==> config.mk <==
export PLATFORM = sky130hd
export DESIGN_NAME = dts_back
export DESIGN_NICKNAME = d
export VERILOG_FILES = /design/src/dts_pkg.sv /design/src/dts_back.sv
export SDC_FILE = /design/constraint.sdc
export NUM_CORES = 1
export LEC_CHECK = 0
export BUFFER_PORTS_ARGS = -buffer_cell sky130_fd_sc_hd__buf_2
export CAP_MARGIN = 5
export CELL_PAD_IN_SITES_DETAIL_PLACEMENT = 0
export CELL_PAD_IN_SITES_GLOBAL_PLACEMENT = 1
export CORE_MARGIN = 4
export CORE_UTILIZATION = 35
export CTS_CLUSTER_DIAMETER = 50
export DETAILED_ROUTE_END_ITERATION = 8
export GPL_TIMING_DRIVEN = 0
export PLACE_DENSITY = 0.69
export SETUP_SLACK_MARGIN = 0.5
export SYNTH_ARGS = -nofsm -noshare
export SYNTH_HDL_FRONTEND = slang
export SYNTH_SLANG_ARGS = --single-unit
==> constraint.sdc <==
create_clock -name clk_i -period 5.26 [get_ports clk_i]
set_input_delay 1.315 -clock clk_i [delete_from_list [all_inputs] [get_ports clk_i]]
set_output_delay 1.315 -clock clk_i [all_outputs]
set_load 0.005 [all_outputs]
==> src/dts_pkg.sv <==
package dts_pkg;

  localparam int FreqW = 28;
  localparam int WeightW = 31;
  localparam int DigitW = 4;
  localparam int ProdW = WeightW + DigitW;
  localparam int QueueDepth = 2;

  localparam logic [WeightW-1:0] WeightReset = 31'd343597383;
  localparam logic [31:0] Recip10 = 32'hCCCC_CCCD;
  localparam int Recip10Shift = 35;

  typedef struct packed {
    logic signed [FreqW-1:0] frequency_hz;
    logic                    target;
  } dts_in_t;

  typedef struct packed {
    logic serial_bit;
    logic last_bit;
    logic strobe_target;
  } dts_out_t;

endpackage

==> src/dts_back.sv <==
module dts_back import dts_pkg::*; #(
  parameter int WORD_BITS = 32,
  parameter int FRAME_BITS = 40
) (
  input  logic                 clk_i,
  input  logic                 rst_ni,
  input  logic                 q_valid_i,
  input  logic [WORD_BITS-1:0] word_i,
  input  logic                 target_i,
  output logic                 pop_o,
  output logic                 out_valid_o,
  output dts_out_t             out_o
);

  localparam int CntW = $clog2(FRAME_BITS);

  logic active_q;
  logic [CntW-1:0] cnt_q;
  logic [WORD_BITS-1:0] sh_q;
  logic tgt_q;
  logic last;
  logic load;

  assign last = active_q && (cnt_q == CntW'(FRAME_BITS - 1));
  assign load = q_valid_i && (!active_q || last);
  assign pop_o = load;

  assign out_valid_o = active_q;
  assign out_o.serial_bit = active_q && (32'(cnt_q) < WORD_BITS) && sh_q[0];
  assign out_o.last_bit = last;
  assign out_o.strobe_target = tgt_q;

  always_ff @(posedge clk_i or negedge rst_ni) begin
    if (!rst_ni) begin
      active_q <= 1'b0;
      cnt_q <= '0;
    end else if (load) begin
      active_q <= 1'b1;
      cnt_q <= '0;
    end else if (active_q) begin
      cnt_q <= cnt_q + CntW'(1);
      if (last) begin
        active_q <= 1'b0;
      end
    end
  end

  always_ff @(posedge clk_i) begin
    if (load) begin
      sh_q <= word_i;
      tgt_q <= target_i;
    end else if (active_q) begin
      sh_q <= sh_q >> 1;
    end
  end

endmodule

==> flow_summary.toml <==
[drt]
drc = 0
avgViaCountPerCell = 5.54
ant_nets = 0
drtIter0Drc = 139
avgRoutedWirePerCell_um = 17.4
drt-total-wl_um = 6520
via_count = 2071
drtPass1Iterations = 4

[floorplan]
fp.dieW_um = 92.4
start_util = 0.363
die_area_mm2 = 0.00853
fp.coreArea_mm2 = 0.00687
num_io_pins = 41
row_count = 30
fp.dieH_um = 92.4

[clock_network]
clk_latency_ps = 300
cts-root-buf = "clkbuf_8"
numCtsBuffers = 5
cts.htree.levels = 2
cts_tree = "yes"
clk_pin_slew_worst_paths_ps = 80
cts_hold_buffers = 0
clockBufferDepth = 2
cts_setup_buffers = 0
clock-sinks = 40
cts_resized = 0

[sta]
slew_headroom = 0.504
setup_tns_ps = 0
setup_viol = 0
hold_viol = 0
grt_setup_unrepaired = "false"
finalCritPeriodShare = 0.713
clock.fmax_mhz = 266
tightest_slew_ps = 743
finalMaxSlewViolations = 0
clock-skew-final_ps = 6.83
hold_ws_ps = 523
fin_crit_ps = 3750

[finish]
syn_to_final_growth_pct = 17.5
fill_cells = 698
drive_gt1_frac = 0.317
nets = 314
n_antenna_cell = 0

[logic_synthesis]
yosysWarnings = 0
synth_fp_nets = 267
avgSynthCellArea_um2 = 10.8
syn_area_mm2 = 0.00249
synth_flop_cell = "edfxtp_1"
synth_seq_cells = 40
synth_cells = 230
async_flop_share = 0.175
synth_cell_types = 29
ys_seq_area_frac = 0.468
synth_edf_count = 33

[placed_design]
gp_congestion = 0.758
port_buffers = 39
dpl.hpwl_um = 4360

[worst_setup_path]
worstPathArrival_ps = 2440
critPathRequiredTime_ps = 3940
end_kind = "output pin"
path_delay_family = "buffers and inverters"
cp_num_buf_inv = 4
slowest_delay_ps = 320
timing.rr.start = "out_valid_o"
cp-start-kind = "input pin"
crit_top_cell = "buf_2"
worstPathCellList = "buf_2 > clkinv_1 > clkbuf_1 > a21oi_2 > buf_2"
reg2reg_slack_ps = 3310
crit_slowest_cell = "clkbuf_1"
reg2reg_depth = 4
rr_endpoint = "sh_q[19]"
worstSetupPathType = "in2out"
path_max_fanout = 10

[power_and_ir_drop]
power.static_leakage_nw = 1.10
powerDensity_mw_per_mm2 = 395
ir_worst_vdd_mv = 0.159

[min_path]
min_path_type = "reg2reg"
min_to = "cnt_q[4]"
hold_depth = 1
hold_start = "cnt_q[4]"

[grt]
grt_remaining_overflow = 0
grt_max_degree = 18
antenna_found_initial = 0
grt_pass1_wl_um = 10800
grt_pass1_vias = 2080
grt_usage = 0.157

[run_status]
status = "finished clean"

[flow_run]
drv_cap = 0
sequential cells by signal, indices dropped and copies added, names as in the netlist:
name and cells:
tgt_q 1, out_valid_o 1, sh_q 32, cnt_q 6
cells in the mapped netlist, types with 3 or more instances:
cell type,instances,share of area
nor2_1,3,0.0045
nand2_1,38,0.057
o211ai_1,34,0.10
edfxtp_1,33,0.40
o21ai_0,4,0.0080
o211ai_2,28,0.14
buf_2,4,0.0080
buf_4,3,0.0090
dfrtp_1,7,0.070
nand3_1,3,0.0060
a22oi_1,32,0.096
clkbuf_1,18,0.027
buf_6,3,0.014
where the power goes:
group          switching (mW)  internal [mW]
Clock                   0.113          0.105
Sequential             0.0589          0.463
Combinational           0.235          0.181
through the flow:
stage | instance area [µm²] | instances | power [mW] | utilization | setup slack, ps
floorplan | 2490 | 230 | 0.833 | - | 1930
global placement | 2810 | 365 | 0.936 | 0.409 | 1510
detailed placement | 2840 | 366 | 0.942 | 0.413 | 1490
CTS | 2930 | 374 | 1.17 | 0.426 | 1480
global route | 2930 | 374 | 1.24 | 0.426 | 1410
finish | 2930 | 374 | 1.16 | 0.426 | 1510
final cells by class:
type                    count  area, µm²  area share
multi-input cells         158       1170       0.399
flip-flops and latches     40       1170       0.398
repair buffers             40        223      0.0761
plain buffers              29        148      0.0504
well taps                  96        120      0.0410
clock buffers               6       82.6      0.0282
inverters                   3       11.3     0.00385
clock inverters             2       10.0     0.00342
worst max path at each step:
| stage | cells after the start | slack [ps] | start | endpoint |
|---|---|---|---|---|
| after floorplan | 4 | 1930 | q_valid_i | pop_o |
| after global placement | 5 | 1510 | q_valid_i | pop_o |
| after detailed placement | 5 | 1490 | q_valid_i | pop_o |
| after CTS | 5 | 1480 | q_valid_i | pop_o |
| after global routing | 5 | 1410 | q_valid_i | pop_o |
| final | 5 | 1510 | q_valid_i | pop_o |
routing by layer:
layer	global-route usage	part of all wire	vias up
met5	0	0	-
met2	0.235	0.47	38
met1	0.233	0.49	1025
met4	0.0396	0.010	0
met3	0.0276	0.037	8
li1	-	-	1000
cells by family after synthesis:
group,after synthesis,synth area share
AOI/OAI and AO/OA,102,0.358
buffers and inverters,32,0.0638
xor gates and xnor gates,1,0.00351
and+or+nand+nor,52,0.0939
adders and majority gates,1,0.00502
DFF,40,0.468
muxes,2,0.00803
layout by cell type, fill, tap and decap left out, types with 2 or more instances in the layout:
cell      netlist  final
buf_2           4     43
inv_1           2      2
dfrtp_1         7      7
o211ai_1       34     34
buf_4           3      3
clkbuf_1       18     18
nand2_1        38     38
edfxtp_1       33     33
buf_6           3      3
o211ai_2       28     28
nand3_1         3      3
a22oi_1        32     32
nor2_1          3      3
nor3_1          2      2
o21ai_0         4      4
mux2i_1         2      2
clkbuf_8        0      6
a21oi_1         2      2
clkinv_2        0      2
(Power assumes the default switching activity.)
