### src/dts_pkg.sv
package dts_pkg;

  localparam int FreqW = 28;
  localparam int WeightW = 31;
  localparam int DigitW = 4;
  localparam int ProdW = WeightW + DigitW;
  localparam int QueueDepth = 2;

  localparam logic [WeightW-1:0] WeightReset = 31'd343597383;
  localparam logic [31:0] Recip10 = 32'hCCCC_CCCD;
  localparam int Recip10Shift = 35;

  typedef struct packed {
    logic signed [FreqW-1:0] frequency_hz;
    logic                    target;
  } dts_in_t;

  typedef struct packed {
    logic serial_bit;
    logic last_bit;
    logic strobe_target;
  } dts_out_t;

endpackage

### src/dts_queue.sv
module dts_queue import dts_pkg::*; #(
  parameter int DATA_W = 33
) (
  input  logic              clk_i,
  input  logic              rst_ni,
  input  logic              push_i,
  input  logic [DATA_W-1:0] data_i,
  output logic              full_o,
  input  logic              pop_i,
  output logic              valid_o,
  output logic [DATA_W-1:0] data_o
);

  localparam int PtrW = $clog2(QueueDepth);
  localparam int CountW = $clog2(QueueDepth + 1);

  logic [DATA_W-1:0] mem_q [QueueDepth];
  logic [PtrW-1:0] wr_ptr_q, rd_ptr_q;
  logic [CountW-1:0] count_q;
  logic do_push, do_pop;

  assign full_o = (count_q == CountW'(QueueDepth));
  assign valid_o = (count_q != '0);
  assign data_o = mem_q[rd_ptr_q];
  assign do_push = push_i && !full_o;
  assign do_pop = pop_i && valid_o;

  always_ff @(posedge clk_i or negedge rst_ni) begin
    if (!rst_ni) begin
      wr_ptr_q <= '0;
      rd_ptr_q <= '0;
      count_q <= '0;
    end else begin
      if (do_push) begin
        wr_ptr_q <= (wr_ptr_q == PtrW'(QueueDepth - 1)) ? '0 : wr_ptr_q + PtrW'(1);
      end
      if (do_pop) begin
        rd_ptr_q <= (rd_ptr_q == PtrW'(QueueDepth - 1)) ? '0 : rd_ptr_q + PtrW'(1);
      end
      if (do_push && !do_pop) begin
        count_q <= count_q + CountW'(1);
      end else if (do_pop && !do_push) begin
        count_q <= count_q - CountW'(1);
      end
    end
  end

  always_ff @(posedge clk_i) begin
    if (do_push) begin
      mem_q[wr_ptr_q] <= data_i;
    end
  end

endmodule

### config.mk
export PLATFORM = sky130hd
export DESIGN_NAME = dts_queue
export DESIGN_NICKNAME = d
export VERILOG_FILES = /design/src/dts_pkg.sv /design/src/dts_queue.sv
export SDC_FILE = /design/constraint.sdc
export NUM_CORES = 1
export LEC_CHECK = 0
export CORE_UTILIZATION = 40
export DETAILED_ROUTE_END_ITERATION = 12
export DONT_BUFFER_PORTS = 1
export HOLD_SLACK_MARGIN = 0.05
export PLACE_DENSITY = 0.62
export SLEW_MARGIN = 20
export SYNTH_ARGS = -nofsm -noshare
export SYNTH_HDL_FRONTEND = slang
export SYNTH_SLANG_ARGS = --single-unit
### constraint.sdc
create_clock -name clk_i -period 3.45 [get_ports clk_i]
set_input_delay 0.5175 -clock clk_i [delete_from_list [all_inputs] [get_ports clk_i]]
set_output_delay 0.5175 -clock clk_i [all_outputs]
set_load 0.005 [all_outputs]
==> reports/results.ini, run 1 <==
[status]
status = finished with violations
violations = DRC

[yosys]
synth_cell_type_count = 16
yosysTopAreaCell = edfxtp_1
netlist_area_um2 = 2730
synth_adder_area_share_pct = 0.458
ys_ff_latch = 70
synth_top_family_by_area = multiplexers
synth_xor_area_share_pct = 1.60
muxShareOfSynthArea_pct = 17.6
ys_seq_area_share_pct = 76.2
yosys_warnings = 0
synth-compound-area-share_pct = 0
yosys.area_share.simple_pct = 1.33
synth_top_area_share_pct = 72.5
synth.area.top_cells = edfxtp_1, mux2_4, dfrtp_1
synth_fp_nets = 160
avgSynthCellArea_um2 = 22.4
synth_cells = 122

[setup_path]
critPathMaxStageDelay_ns = 1.05
cp_data_arrival_time_ns = 1.81
required_ns = 2.93
r2r_cells = 3
startpoint = rd_ptr_q
reg2reg_to = mem_q[0][7]
cp-end-kind = output pin
crit_type = reg -> out
path_max_fanout = 34
timing.critical_path.buf_inv = 0
critPathSlowestCell = dfrtp_2
cp_cell_sequence = mux2_2
r2r_slack_ns = 1.57
rr_startpoint = count_q[0]
cp-start-kind = register
cp_top_family = flip-flops

[placed_design]
dp_cells = 195
gp_congestion = 0.722
place_hpwl_um = 2480
port-buffer-count = 0

[flow_run]
maxCapViolCount = 0

[die]
initial_core_util_pct = 42.3
fp.dieH_um = 84.7
row_count = 29
ios = 72
core_um2 = 6460
die_x_um = 84.7
die-area_um2 = 7170

[clock_tree]
cts.clk_slew.worst_paths_ns = 0.08
cts_max_level = 3
cts_buffer_depth = 2
cts_root_buf = clkbuf_8
numCtsBuffers = 9
clock_latency_ns = 0.33
cts_tree = done
cts_sinks = 70

[finish]
antenna_cells = 0
final_nets = 168
layout-drive-gt1-share_pct = 38.5
fillers = 552
area_growth_pct = 10.3
fin_cells = 212

[timing]
fmax_mhz = 429
period_minus_slack_ns = 2.33
finalHoldViolations = 0
slew_headroom_pct = 31.6
period_share_pct = 67.6
setup_violations = 0
finalMaxSlewViolations = 0
rsz0062_at_grt = false
max_slew.worst_pin.slew_ns = 1.03
fin_skew_ns = 0.00839
tns_ns = 0
whs_ns = 0.272

[grt]
antenna_found_initial = 0
grt_max_degree = 35
grt_usage_pct = 11.9
grt_pass1_vias = 1164
grt_pass1_wl_um = 5970
gr-total-overflow = 0

[worst_hold_path]
hp-class = in -> reg
holdPathEnd = mem_q[0][11]
worstHoldStart = data_i[11]
worstHoldPathCells = 0

[routing]
drt_iter0_markers = 51
detail-route-antenna-nets = 0
drc_errors = 6
wire_per_inst_um = 18.7
dr.pass1.iters = 8
wl_um = 3970
vias_per_cell = 5.02
vias = 1064

[pwr]
p_per_area_nw_per_um2 = 886
total_leakage_power_nw = 1.10
ir_worst_vdd_mv = 0.456

[registers in the layout (all words and copies together) (netlist names)]
signal	cells
count_q	2
mem_q	66
rd_ptr_q	1
wr_ptr_q	1
[cell type report]
type	instances	area, um2	area share (%)
clock buffers	9	124	4.11
clock inverters	7	113	3.73
inverters	2	7.51	0.249
multi-input cells	46	582	19.3
flip-flops and latches	70	2080	69.1
well taps	77	96.3	3.20
repair buffers	1	10.0	0.332
[logic make-up (layout without fill, tap and decap cells)]
group                      after synthesis  count (layout)
xor gates and xnor gates                 5               5
DFF                                     70              70
and+or+nand+nor                          7               7
adders and majority gates                1               1
muxes                                   33              33
buffers and inverters                    6              19
[where the power goes]
group / internal [W] / switching (W)
clock: 0.000476 / 0.000287
sequential: 0.00117 / 0.000164
combinational: 0.000339 / 0.000237
[timing repair]
action                    4_1_cts  5_1_grt
setup buffers                   0        0
hold endpoints to repair        4        0
hold buffers                    1        0
gates resized for setup         0        0
[per-stage QoR]
step | area (um2) | total power, W | util (%) | worst slack [ns]
after detailed placement | 2770 | 0.00195 | 42.9 | 1.43
final | 3020 | 0.00267 | 46.7 | 1.12
after global routing | 3020 | 0.00280 | 46.7 | 1.00
after global placement | 2770 | 0.00191 | 42.9 | 1.46
after floorplan | 2730 | 0.00189 | - | 1.01
after CTS | 3020 | 0.00272 | 46.7 | 1.06
[synthesized netlist by cell type, drive strengths merged]
library cell  count
and3              1
nand2b            1
or2               1
inv               2
xor2              2
dfrtp             4
buf               4
nor2              2
mux2             33
ha                1
nand2             2
xnor2             3
edfxtp           66
[worst max-delay path by stage]
| stage | end | slack (ns) | cells after the start |
|---|---|---|---|
| 6_report | data_o[16] | 1.12 | 1 |
| 5_1_grt | data_o[16] | 1.00 | 1 |
| 4_1_cts | data_o[16] | 1.06 | 1 |
| 3_5_place_dp | data_o[16] | 1.43 | 1 |
| 3_3_place_gp | data_o[17] | 1.46 | 1 |
| 2_1_floorplan | mem_q[0][0] | 1.01 | 3 |
[layer usage]
| layer | GRT usage, % | wire [um] | vias to the layer above |
|---|---|---|---|
| met5 | 0 | 0 | - |
| met1 | 12.0 | 1490 | 513 |
| li1 | - | - | 484 |
| met4 | 6.47 | 68 | 0 |
| met2 | 18.8 | 1900 | 57 |
| met3 | 7.87 | 518 | 10 |
[layout by cell type (no fill, tap or decap)]
cell type,netlist,final
edfxtp_1,66,66
mux2_4,29,29
clkbuf_8,0,9
mux2_2,4,4
xnor2_1,3,3
bufinv_16,0,3
dfrtp_1,4,3
inv_1,2,2
xor2_1,2,2
clkinv_2,0,2
or2_1,1,1
nand2b_1,1,1
nand2_1,1,1
nand2_2,1,1
and3_2,0,1
nor2_4,0,1
nor2_1,2,1
ha_1,1,1
clkinv_4,0,1
clkinv_1,0,1
dlygate4sd3_1,0,1
dfrtp_2,0,1
Note: power is estimated with default switching activity, not from simulation.
==> run 2, diff against run 1 <==
--- a/config.mk
+++ b/config.mk
@@ -5,11 +5,12 @@
 export SDC_FILE = /design/constraint.sdc
 export NUM_CORES = 1
 export LEC_CHECK = 0
+export ABC_AREA = 1
 export CORE_UTILIZATION = 40
 export DETAILED_ROUTE_END_ITERATION = 12
 export DONT_BUFFER_PORTS = 1
 export HOLD_SLACK_MARGIN = 0.05
-export PLACE_DENSITY = 0.62
+export PLACE_DENSITY = 0.64
 export SLEW_MARGIN = 20
 export SYNTH_ARGS = -nofsm -noshare
 export SYNTH_HDL_FRONTEND = slang
==> constraint.sdc (replaced) <==
create_clock -name clk_i -period 1.95 [get_ports clk_i]
set_input_delay 0.2925 -clock clk_i [delete_from_list [all_inputs] [get_ports clk_i]]
set_output_delay 0.2925 -clock clk_i [all_outputs]
set_load 0.005 [all_outputs]
==> run 2 against run 1 <==
Effect of this change: the run now ends clean; count of clock-buffer cells in the layout up 1; critical endpoint is now data_o[11]; via count up 44%; sequential power up 62%.
==> reports/results.ini, run 2 <==
[timing]
rsz0062_at_grt = false  ; unchanged
period_minus_slack_ns = 1.55
max_slew.worst_pin.slew_ns = 0.417  ; was 1.03 ns
fmax_mhz = 644
finalMaxSlewViolations = 0  ; unchanged
finalHoldViolations = 0  ; unchanged
tns_ns = 0  ; unchanged
whs_ns = 0.107  ; was 0.272 ns
period_share_pct = 79.6
fin_skew_ns = 0.00834  ; was 0.00839 ns
setup_violations = 0  ; unchanged
slew_headroom_pct = 71.9  ; was 31.6%

[clock_tree]
cts.clk_slew.worst_paths_ns = 0.06  ; was 0.08 ns
cts_buffer_depth = 2  ; unchanged
cts_sinks = 70  ; unchanged
cts_max_level = 3  ; unchanged
numCtsBuffers = 9  ; unchanged
cts_tree = done  ; unchanged
clock_latency_ns = 0.34  ; was 0.33 ns
cts_root_buf = clkbuf_8  ; unchanged
cts.repair.resized = 0  ; unchanged

[die]
ios = 72  ; unchanged
fp.dieH_um = 83.6  ; was 84.7 um
initial_core_util_pct = 41.8  ; was 42.3%
die_x_um = 83.6  ; was 84.7 um
die-area_um2 = 7000  ; was 7170 um2
row_count = 29  ; unchanged
core_um2 = 6390  ; was 6460 um2

[setup_path]
cp-start-kind = register  ; unchanged
path_max_fanout = 34  ; unchanged
rr_startpoint = count_q[1]  ; was count_q[0]
reg2reg_to = mem_q[1][3]  ; was mem_q[0][7]
cp-end-kind = output pin  ; unchanged
r2r_slack_ns = 0.51  ; was 1.57 ns
cp_data_arrival_time_ns = 1.26  ; was 1.81 ns
required_ns = 1.66  ; was 2.93 ns
crit_type = reg -> out  ; unchanged
r2r_cells = 4  ; was 3

[yosys]
synth_fp_nets = 242  ; was 160
avgSynthCellArea_um2 = 13.1  ; was 22.4 um2
synthArstFlopShare_pct = 5.71  ; unchanged
synth_cell_type_count = 17  ; was 16
synth_edf_count = 66  ; unchanged
synth_cells = 204  ; was 122
synth.most_common_cell = nand2_1  ; was edfxtp_1
yosys_warnings = 0  ; unchanged
synth.area.top_cells = edfxtp_1, nand2_1, dfrtp_1  ; was edfxtp_1, mux2_4, dfrtp_1
synth_top_area_share_pct = 74.3  ; was 72.5%
yosysTopAreaCell = edfxtp_1  ; unchanged
ys.flop_type = edfxtp_1  ; unchanged
netlist_area_um2 = 2670  ; was 2730 um2
synth_commonest_cells = nand2_1, edfxtp_1, inv_1  ; was edfxtp_1, mux2_4, dfrtp_1, mux2_2
ys_seq_area_share_pct = 78.1  ; was 76.2%
ys_ff_latch = 70  ; unchanged

[worst_hold_path]
hp-class = in -> reg  ; unchanged
worstHoldStart = pop_i  ; was data_i[11]
holdPathEnd = rd_ptr_q  ; was mem_q[0][11]
worstHoldPathCells = 2  ; was 0

[finish]
largest_registers = mem_q (66), count_q (2)  ; unchanged
area_growth_pct = 22.1  ; was 10.3%
largest-register = mem_q  ; unchanged
fin_util_pct = 51.0  ; was 46.7%
layout-drive-gt1-share_pct = 11.1  ; was 38.5%
final_cell_mix = nand2_1, edfxtp_1, dlygate4sd3_1  ; was edfxtp_1, mux2_4, clkbuf_8
fillers = 590  ; was 552
antenna_cells = 0  ; unchanged
final_nets = 286  ; was 168
layout_commonest_cell = nand2_1  ; was edfxtp_1
largest_reg_flops = 66  ; unchanged

[pwr]
total_leakage_power_nw = 1.29  ; was 1.10 nW
p_sw_w = 0.00147  ; was 0.000688 W
p_comb_share_pct = 27.8  ; was 21.6%
p_per_area_nw_per_um2 = 1330  ; was 886 nW/um2
p_seq_share_pct = 49.7  ; was 49.9%
cell_internal_pwr_w = 0.00285  ; was 0.00198 W
p_sw_share_pct = 34.1  ; was 25.8%
p_clk_share_pct = 22.6  ; was 28.6%
ir_worst_vdd_mv = 0.694  ; was 0.456 mV

[routing]
wire_per_inst_um = 14.1  ; was 18.7 um
vias_per_cell = 4.63  ; was 5.02
drc_errors = 0  ; was 6
vias = 1528  ; was 1064
dr.pass1.iters = 4  ; was 8
wl_um = 4660  ; was 3970 um
detail-route-antenna-nets = 0  ; unchanged
drt_iter0_markers = 99  ; was 51

[flow_run]
maxCapViolCount = 0  ; unchanged

[grt]
grt_usage_pct = 14.2  ; was 11.9%
gr-total-overflow = 0  ; unchanged
grt.busiest_layer = met2  ; unchanged
grt_use_met2_pct = 23.7  ; was 18.8%
grt_pass1_wl_um = 7260  ; was 5970 um
grt_pass1_vias = 1445  ; was 1164
grt_max_degree = 35  ; unchanged
antenna_found_initial = 0  ; unchanged
use_met3_pct = 6.33  ; was 7.87%
met1_usage_pct = 15.2  ; was 12.0%

[placed_design]
port-buffer-count = 0  ; unchanged
gp_congestion = 0.590  ; was 0.722
place_hpwl_um = 2900  ; was 2480 um

[status]
status = complete, no violations  ; was finished with violations

==> run 2: changes by cell type in the layout (fill, tap and decap cells not counted), sizes merged, moves of 4 or more <==
cell	before	now
nand2	2	110
dlygate4sd3	1	34
mux2	33	0
buf	0	6
inv	2	8
clkinvlp	0	4
==> run 2: stage by stage <==
step,setup WS [ns],cells,cell area [um2],power (W)
after CTS,0.351,330,3250,0.00440
after global routing,0.297,330,3250,0.00462
after detailed placement,0.498,280,2750,0.00336
after floorplan,0.0670,204,2670,0.00312
final,0.397,330,3250,0.00432
after global placement,0.522,280,2750,0.00332
==> run 2: layout make-up <==
cell class              instances  area (um2)  area share (%)
multi-input cells             119         492            15.1
repair buffers                 40         385            11.8
flip-flops and latches         70        2080            64.0
clock inverters                 6        38.8            1.19
clock buffers                  10         128            3.92
well taps                      77        96.3            2.96
inverters                       8        32.5            1.00
==> run 2: repair_timing <==
item / in CTS / in global routing
hold endpoints to repair: 70 / 0
setup buffers: 0 / 0
hold buffers: 34 / 0
==> run 2: layer usage <==
layer	share of wire, %	vias to the layer above	routed length (um)
met4	1.3	0	59
met3	7.7	6	361
met2	51	46	2400
met5	0	-	0
li1	-	764	-
met1	40	712	1840
==> run 2: worst max-delay path by stage <==
stage               depth (start not counted)            to  startpoint  slack (ns)
finish                                      3    data_o[11]    rd_ptr_q        0.40
detailed placement                          4  mem_q[1][14]  count_q[1]        0.50
floorplan                                   3   mem_q[1][0]  count_q[1]        0.07
global placement                            4  mem_q[1][14]  count_q[1]        0.52
CTS                                         3    data_o[11]    rd_ptr_q        0.35
global route                                3    data_o[27]    rd_ptr_q        0.30
==> run 2: power by group through the flow <==
stage / registers [W] / clock network [W] / logic, W
after floorplan: 0.00217 / 0 / 0.000952
after global placement: 0.00217 / 0 / 0.00115
after CTS: 0.00215 / 0.00100 / 0.00125
after detailed placement: 0.00218 / 0 / 0.00118
final: 0.00215 / 0.000975 / 0.00120
after global routing: 0.00218 / 0.00107 / 0.00138
==> run 2: cell families after synthesis <==
logic type | count (synthesis) | share of synthesized area (%)
adders and majority gates | 1 | 0.469
xor gates and xnor gates | 1 | 0.329
DFF | 70 | 78.1
and+or+nand+nor | 116 | 17.2
buffers and inverters | 15 | 3.75
AOI/OAI and AO/OA | 1 | 0.188
==> run 2: worst max-delay path, stage by stage, from the launching register on <==
cell	delay [ns]
dfrtp_1	0.41
inv_4	0.30
nand2_1	0.09
nand2_1	0.13
==> run 3, diff against run 2 <==
--- a/config.mk
+++ b/config.mk
@@ -5,12 +5,12 @@
 export SDC_FILE = /design/constraint.sdc
 export NUM_CORES = 1
 export LEC_CHECK = 0
-export ABC_AREA = 1
+export ABC_AREA = 0
 export CORE_UTILIZATION = 40
 export DETAILED_ROUTE_END_ITERATION = 12
 export DONT_BUFFER_PORTS = 1
 export HOLD_SLACK_MARGIN = 0.05
-export PLACE_DENSITY = 0.64
+export PLACE_DENSITY = 0.62
 export SLEW_MARGIN = 20
 export SYNTH_ARGS = -nofsm -noshare
 export SYNTH_HDL_FRONTEND = slang
==> constraint.sdc (replaced) <==
create_clock -name clk_i -period 1.6 [get_ports clk_i]
set_input_delay 0.24 -clock clk_i [delete_from_list [all_inputs] [get_ports clk_i]]
set_output_delay 0.24 -clock clk_i [all_outputs]
set_load 0.005 [all_outputs]
==> run 3 against run 2 <==
Effect of this change: the flow now finishes with violations (DRC); count of clock-buffer cells in the layout is the same; worst setup slack lost 0.34 ns; final area up 4.8%; sequential power grew 24%; worst hold slack got worse by 0.021 ns; routed wire length down 9.6%; clock power increased by 47%; global-route usage decreased by 0.84 points; core utilization increased by 1.8 points; flip-flop and latch count unchanged; critical endpoint is now data_o[18]; largest cell class unchanged; largest power group unchanged.
==> reports/results.ini, run 3 (same netlist as run 1, synthesis figures left out) <==
[clock_tree]
cts.clk_slew.worst_paths_ns = 0.06  ; about the same
cts_tree = done  ; unchanged
cts_setup_buffers = 0  ; unchanged
clock_latency_ns = 0.33  ; was 0.34 ns
cts_root_buf = clkbuf_8  ; unchanged
cts_buffer_depth = 2  ; unchanged
cts_max_level = 3  ; unchanged
cts_sinks = 70  ; unchanged
numCtsBuffers = 9  ; unchanged

[finish]
seqCellArea_um2 = 2080  ; about the same
final_cell_mix = edfxtp_1, dlygate4sd3_1, mux2_4  ; was nand2_1, edfxtp_1, dlygate4sd3_1
largest_reg_flops = 66  ; unchanged
largest_registers = mem_q (66), count_q (2)  ; unchanged
final_nets = 207  ; was 286
largest-register = mem_q  ; unchanged
fin_util_pct = 52.8  ; was 51.0%
fillers = 512  ; was 590
area_growth_pct = 24.7  ; was 22.1%
multi_input_area_um2 = 592  ; was 492 um2
layout_commonest_cell = edfxtp_1  ; was nand2_1
layout-drive-gt1-share_pct = 32.8  ; was 11.1%
antenna_cells = 0  ; unchanged

[timing]
finalMaxSlewViolations = 0  ; unchanged
period_minus_slack_ns = 1.54
finalHoldViolations = 0  ; unchanged
setup_violations = 0  ; unchanged
max_slew.worst_pin.slew_ns = 0.190  ; was 0.417 ns
fin_skew_ns = 0.00401  ; was 0.00834 ns
period_share_pct = 96.2
rsz0062_at_grt = true  ; was false
slew_headroom_pct = 87.3  ; was 71.9%
whs_ns = 0.0867  ; was 0.107 ns
fmax_mhz = 650

[setup_path]
required_ns = 1.36  ; was 1.66 ns
cp_top_family = flip-flops  ; unchanged
crit_type = reg -> out  ; unchanged
cp_cell_sequence = buf_12 -> mux2_2  ; was inv_4 -> nand2_1 -> nand2_1
r2r_slack_ns = 0.15  ; was 0.51 ns
cp-end-kind = output pin  ; unchanged
critPathMaxStageDelay_ns = 0.39  ; was 0.41 ns
critPathSlowestCell = dfrtp_2  ; was dfrtp_1
timing.critical_path.buf_inv = 1  ; unchanged
cp-start-kind = register  ; unchanged
path_max_fanout = 21  ; was 34
cp_data_arrival_time_ns = 1.30  ; was 1.26 ns

[flow_run]
maxCapViolCount = 0  ; unchanged

[die]
row_count = 29  ; unchanged
fp.dieH_um = 84.7  ; was 83.6 um
die_x_um = 84.7  ; was 83.6 um
die-area_um2 = 7170  ; was 7000 um2
ios = 72  ; unchanged
initial_core_util_pct = 42.3  ; was 41.8%
core_um2 = 6460  ; was 6390 um2

[placed_design]
place_hpwl_um = 2750  ; was 2900 um
port-buffer-count = 0  ; unchanged
gp_congestion = 0.700  ; was 0.590

[pwr]
p_per_area_nw_per_um2 = 1710  ; was 1330 nW/um2
ir_worst_vdd_mv = 1.09  ; was 0.694 mV
total_leakage_power_nw = 1.26  ; was 1.29 nW

[routing]
wire_per_inst_um = 16.8  ; was 14.1 um
detail-route-antenna-nets = 0  ; unchanged
vias = 1210  ; was 1528
wl_um = 4210  ; was 4660 um
vias_per_cell = 4.82  ; was 4.63
drc_errors = 3  ; was 0
dr.pass1.iters = 12  ; was 4
drt_iter0_markers = 52  ; was 99

[grt]
antenna_found_initial = 0  ; unchanged
grt_pass1_vias = 1346  ; was 1445
gr-total-overflow = 0  ; unchanged
grt_pass1_wl_um = 6730  ; was 7260 um
grt_max_degree = 22  ; was 35
grt_usage_pct = 13.3  ; was 14.2%

[status]
status = finished with violations  ; was complete, no violations
violations = DRC

[worst_hold_path]
hp-class = in -> reg  ; unchanged

-- run 3: final timing paths --
kind | from | to | cells past startpoint
max | rd_ptr_q | data_o[18] | 2
min reg2reg | count_q[0] | count_q[0] | 1
min in group asynchronous | rst_ni | count_q[0] | 1
min | pop_i | rd_ptr_q | 2
max reg2reg | count_q[0] | count_q[1] | 5
max in group asynchronous | rst_ni | rd_ptr_q | 1
-- run 3: worst reg2reg max path: stages (launching register included) --
cell	delay [ns]
dfrtp_1	0.43
or2_1	0.28
nand2_2	0.11
ha_1	0.26
nor2_1	0.14
xor2_1	0.16
-- run 3: per-layer routing --
layer	vias up	global-route usage, %	share of wire, %
li1	561	-	-
met1	599	12.9	37
met2	44	23.5	55
met3	6	6.88	7.0
met4	0	6.01	1.1
met5	-	0	0
-- run 3: cell type report --
| cell class | instances | area share [%] |
|---|---|---|
| clock inverter | 6 | 2.24 |
| clock buffer | 10 | 3.74 |
| inverter | 2 | 0.220 |
| sequential | 70 | 61.1 |
| multi-input combinational | 46 | 17.4 |
| tap | 77 | 2.83 |
| timing repair buffer | 40 | 12.5 |
-- run 3: metrics by stage --
stage / worst slack [ns] / instances / setup TNS (ns) / power (W) / area [um2]
detailed placement: 0.0741 / 201 / 0 / 0.00436 / 2850
global placement: 0.172 / 201 / 0 / 0.00428 / 2850
finish: 0.0612 / 251 / 0 / 0.00583 / 3410
floorplan: 0.0465 / 122 / 0 / 0.00409 / 2740
CTS: 0.00193 / 251 / 0 / 0.00590 / 3400
global route: -0.0191 / 251 / -0.0600 / 0.00616 / 3410
-- run 3: power breakdown --
group          switching [W]  total (W)  internal (W)  leakage [nW]
registers           0.000154    0.00267       0.00251         0.659
logic               0.000796    0.00173      0.000934         0.503
clock network       0.000573    0.00143      0.000859         0.103
-- run 3: what timing repair did --
action                                 CTS  global route
hold buffers                            34             0
endpoints found under the hold margin   70             0
setup endpoints to repair                0            16
gates resized for setup                  0             3
